==> config.mk <==
export PLATFORM = sky130hd
export DESIGN_NAME = ssid_cell
export DESIGN_NICKNAME = d
export VERILOG_FILES = /design/src/hw/rtl/ssid_pkg.sv /design/src/hw/rtl/ssid_cell.sv
export SDC_FILE = /design/constraint.sdc
export NUM_CORES = 1
export LEC_CHECK = 0
export BUFFER_PORTS_ARGS = -buffer_cell sky130_fd_sc_hd__buf_2
export CORE_UTILIZATION = 40
export DETAILED_ROUTE_END_ITERATION = 16
export PLACE_DENSITY = 0.72
export SYNTH_ARGS = -nofsm -noshare
export SYNTH_HDL_FRONTEND = slang
export SYNTH_SLANG_ARGS = --single-unit
==> constraint.sdc <==
create_clock -name clk -period 4 [get_ports clk]
set_input_delay 0.2 -clock clk [delete_from_list [all_inputs] [get_ports clk]]
set_output_delay 0.2 -clock clk [all_outputs]
set_load 0.02 [all_outputs]
==> src/hw/rtl/ssid_pkg.sv <==
// Shared types and constants for the sorted set block.
// Used by the cell, the top level and the port checker; no dependencies.
package ssid_pkg;

  localparam int SSID_CAPACITY = 64;
  localparam int KEY_W         = 32;
  localparam int SLOT_W        = 6;
  localparam int STATUS_W      = 3;
  localparam int HCOUNT_W      = 7;

  localparam logic [1:0] OP_INSERT = 2'd0;
  localparam logic [1:0] OP_DELETE = 2'd1;
  localparam logic [1:0] OP_READ   = 2'd2;

  localparam logic [STATUS_W-1:0] ST_DONE     = 3'd0;
  localparam logic [STATUS_W-1:0] ST_DUP      = 3'd1;
  localparam logic [STATUS_W-1:0] ST_NOTFOUND = 3'd2;
  localparam logic [STATUS_W-1:0] ST_FULL     = 3'd3;
  localparam logic [STATUS_W-1:0] ST_RANGE    = 3'd4;

  typedef struct packed {
    logic [1:0]              op;
    logic signed [KEY_W-1:0] key;
    logic [SLOT_W-1:0]       slot;
  } ssid_in_t;

  typedef struct packed {
    logic [STATUS_W-1:0]     status;
    logic [HCOUNT_W-1:0]     held_count;
    logic signed [KEY_W-1:0] read_value;
  } ssid_out_t;

  // Broadcast from the top level to every cell.
  typedef struct packed {
    logic                    ins_ok;
    logic                    del_ok;
    logic signed [KEY_W-1:0] key;
    logic [SLOT_W-1:0]       slot;
  } ssid_ctl_t;

endpackage

==> src/hw/rtl/ssid_cell.sv <==
// One position of the sorted store: holds a key, compares it with the
// broadcast key and shifts with its neighbours. Depends on ssid_pkg.
module ssid_cell
  import ssid_pkg::*;
#(
  parameter int INDEX = 0,
  parameter int CNT_W = 7
) (
  input  logic                    clk,
  input  ssid_ctl_t               ctl,
  input  logic [CNT_W-1:0]        count,
  input  logic                    left_lt,
  input  logic signed [KEY_W-1:0] left_value,
  input  logic signed [KEY_W-1:0] right_value,
  output logic signed [KEY_W-1:0] value,
  output logic                    lt,
  output logic                    eq,
  output logic signed [KEY_W-1:0] rd_data
);

  localparam logic [CNT_W-1:0] IDX = CNT_W'(INDEX);

  logic occupied;
  logic hit;

  assign occupied = IDX < count;
  assign lt       = occupied && (value < ctl.key);
  assign eq       = occupied && (value == ctl.key);
  assign hit      = ({26'd0, ctl.slot} == 32'(INDEX));
  assign rd_data  = hit ? value : '0;

  // Cells below the sorted position keep their key. Insert: the first
  // other cell gets the new key, others the left one; delete: the right.
  always_ff @(posedge clk) begin
    if (ctl.ins_ok && !lt) begin
      value <= left_lt ? ctl.key : left_value;
    end else if (ctl.del_ok && !lt) begin
      value <= right_value;
    end
  end

endmodule

==> metrics.csv <==
stage,metric,value,unit
floorplan,die_height,87.8,um
detailed_routing,via_per_inst,4.84,
final_layout,final_area,0.00402,mm2
sta,fmax,318,MHz
cts,ctsResizeCount,0,
sta,fin_worst_skew,0.0124,ns
synth,syn_nets,407,
detailed_routing,vias,2601,
worst_setup_path,slowest_stage,nor4_1,
sta,maxSlewViolCount,0,
cts,clkSlewWorstSetupHoldPaths,0.07,ns
final_layout,syn_to_final_growth,36.4,%
global_route,grt_max_degree,33,
synth,synth_top_area_share,32.6,%
sta,hold_viol,0,
cts,clock-sinks,32,
final_layout,largest_reg_flops,32,
pwr,peakVddDrop,0.230,mV
worst_setup_path,critical_path.max_fanout,22,
final_layout,fin_util,57.8,%
floorplan,die_w,87.8,um
synth,synth.avg_cell_area,11.2,um2
synth,yosysTopAreaCell,edfxtp_1,
synth,synth_area,0.00295,mm2
sta,fin_crit_sh,78.5,%
worst_setup_path,critPathTopFamily,simple AND/OR/NAND/NOR gates,
final_layout,layout.nets,586,
synth,synth-seq-cells,32,
placement,port_buffers,178,
detailed_routing,drt_wl_total,7650,um
worst_setup_path,worstPathArrival,3.09,ns
synth,synthCells,262,
final_layout,reg.largest.list,value (32),
floorplan,start_util,42.4,%
cts,htree_levels,2,
flow_run,cap_viol_max_count,0,
detailed_routing,ant_nets,0,
detailed_routing,drc,0,
sta,setup_viol,0,
global_route,grt_pass1_vias,2629,
floorplan,io_pins,179,
detailed_routing,drt_iter0_drc,67,
final_layout,drive_gt1_share,58.3,%
cts,cts_hold_buf,0,
pwr,p_leak,2.14,nW
placement,hpwl,6350,um
hold_path,hp-class,input pin to register,
cts,cts_made_buffers,5,
worst_setup_path,critPathKind,register to register,
sta,relSlewSlack,48.8,%
synth,yosys-top-cells-count,"34 x mux2_2, 33 x inv_1, 32 x edfxtp_1, 32 x ha_1, 31 x and2_1",
synth,synthTopCellsByArea,"edfxtp_1 33%, mux2_4 15%, ha_1 14%, mux2_2 13%, and2_1 6.6%",
global_route,grt_usage,20.2,%
floorplan,rows,30,
final_layout,diodes,0,
synth,ys_seq_area_share,32.6,%
detailed_routing,dr.pass1.iters,4,
sta,rsz0062_at_grt,false,
cts,cts_tree,done,
run_status,status,completed,
synth,yosys_warnings,0,
cts,clock-root-buffer,clkbuf_8,
worst_setup_path,cpPeakStageDelay,0.44,ns
cts,post_cts_buffers,0,
worst_setup_path,critical_path_buf_inv_count,1,
global_route,overflow,0,
pwr,power.total,2.06,mW
global_route,grt_pass1_wl,11800,um
sta,fin_setup_tns,0,ns
sta,fin_crit,3.14,ns
synth,synth_edf_count,32,
worst_setup_path,path_common_cell,nand4_1,
floorplan,die-area,0.00771,mm2
floorplan,fp.coreArea,0.00694,mm2
worst_setup_path,crit_path_end_kind,register,
cts,clkLatencyLatePin,0.28,ns
pwr,power_density,514,mW/mm2
worst_setup_path,cp.required,3.95,ns
final_layout,top_register,value,
detailed_routing,wire_per_inst,14.2,um
synth,yosysUniqueCellTypes,29,
synth,synth_most_common_cell,mux2_2,
global_route,antenna_found_initial,0,
synth,synthArstFlopShare,0,%
synth,ys.flop_type,edfxtp_1,
sta,tightest_slew,0.768,ns
cts,clockBufferDepth,2,
placement,dpl_cell_area,0.00394,mm2
worst_setup_path,startpoint_type,register,
placement,gp_congestion,0.765,
worst_setup_path,crit_chain,ha_1 -> nand4_1 -> nor4_1 -> nand4_1 -> a31oi_4 -> o21ai_0 -> nor2_4 -> buf_4,
-- logic make-up after synthesis --
| kind of cell | Yosys count | share of synthesized area, % |
|---|---|---|
| fa+ha+maj | 32 | 13.6 |
| buf+inv | 43 | 6.24 |
| compound gates | 26 | 6.46 |
| flops | 32 | 32.6 |
| mux | 64 | 28.3 |
| simple gates | 65 | 12.8 |
-- cell type report --
| cell class | count | area, um2 |
|---|---|---|
| clock inverter | 1 | 5.00 |
| multi-input combinational | 187 | 1810 |
| fill | 629 | 2930 |
| inverter | 33 | 124 |
| sequential | 32 | 961 |
| clock buffer | 6 | 72.6 |
| tap | 96 | 120 |
| timing repair buffer | 182 | 921 |
-- path summary, 6_finish.rpt --
| check | end | startpoint | depth (start not counted) | slack, ns |
|---|---|---|---|---|
| setup / recovery | value[2]$_DFFE_PP_ | value[31]$_DFFE_PP_ | 8 | 0.86 |
| hold reg to reg | value[14]$_DFFE_PP_ | value[31]$_DFFE_PP_ | 5 | 1.30 |
| hold / removal | value[8]$_DFFE_PP_ | right_value[8] | 2 | 0.21 |
| setup reg to reg | value[2]$_DFFE_PP_ | value[31]$_DFFE_PP_ | 8 | 0.86 |
-- power breakdown --
group          internal [mW]  total [mW]  switching (mW)
Combinational          0.490        1.13           0.645
Clock                  0.118       0.229           0.111
Sequential             0.592       0.700           0.108
-- layout by cell type (no fill, tap or decap), drive strengths merged, types with 2 or more instances in the layout --
| cell | n |
|---|---|
| buf | 182 |
| mux2 | 64 |
| inv | 33 |
| ha | 32 |
| edfxtp | 32 |
| and2 | 32 |
| a21oi | 11 |
| nand2 | 9 |
| nand4 | 6 |
| clkbuf | 6 |
| o21ai | 5 |
| nor2 | 5 |
| nor4 | 4 |
| or4 | 3 |
| a21o | 2 |
| nand3 | 2 |
| a221oi | 2 |
| o211ai | 2 |
-- stage by stage --
step | setup slack [ns] | hold WS [ns] | instances
floorplan | 0.455 | 0.417 | 262
global placement | 0.911 | 0.501 | 530
detailed placement | 0.792 | 0.503 | 530
CTS | 0.788 | 0.207 | 537
global route | 0.552 | 0.201 | 537
finish | 0.860 | 0.213 | 537
-- layer usage --
layer	global-route usage, %	share of wire (%)	up-vias
met1	22.2	40	1166
met3	4.71	7.2	9
met2	37.9	50	118
li1	-	-	1308
met5	0	0	-
met4	6.56	1.8	0
Power figures use the tool's default switching activity.
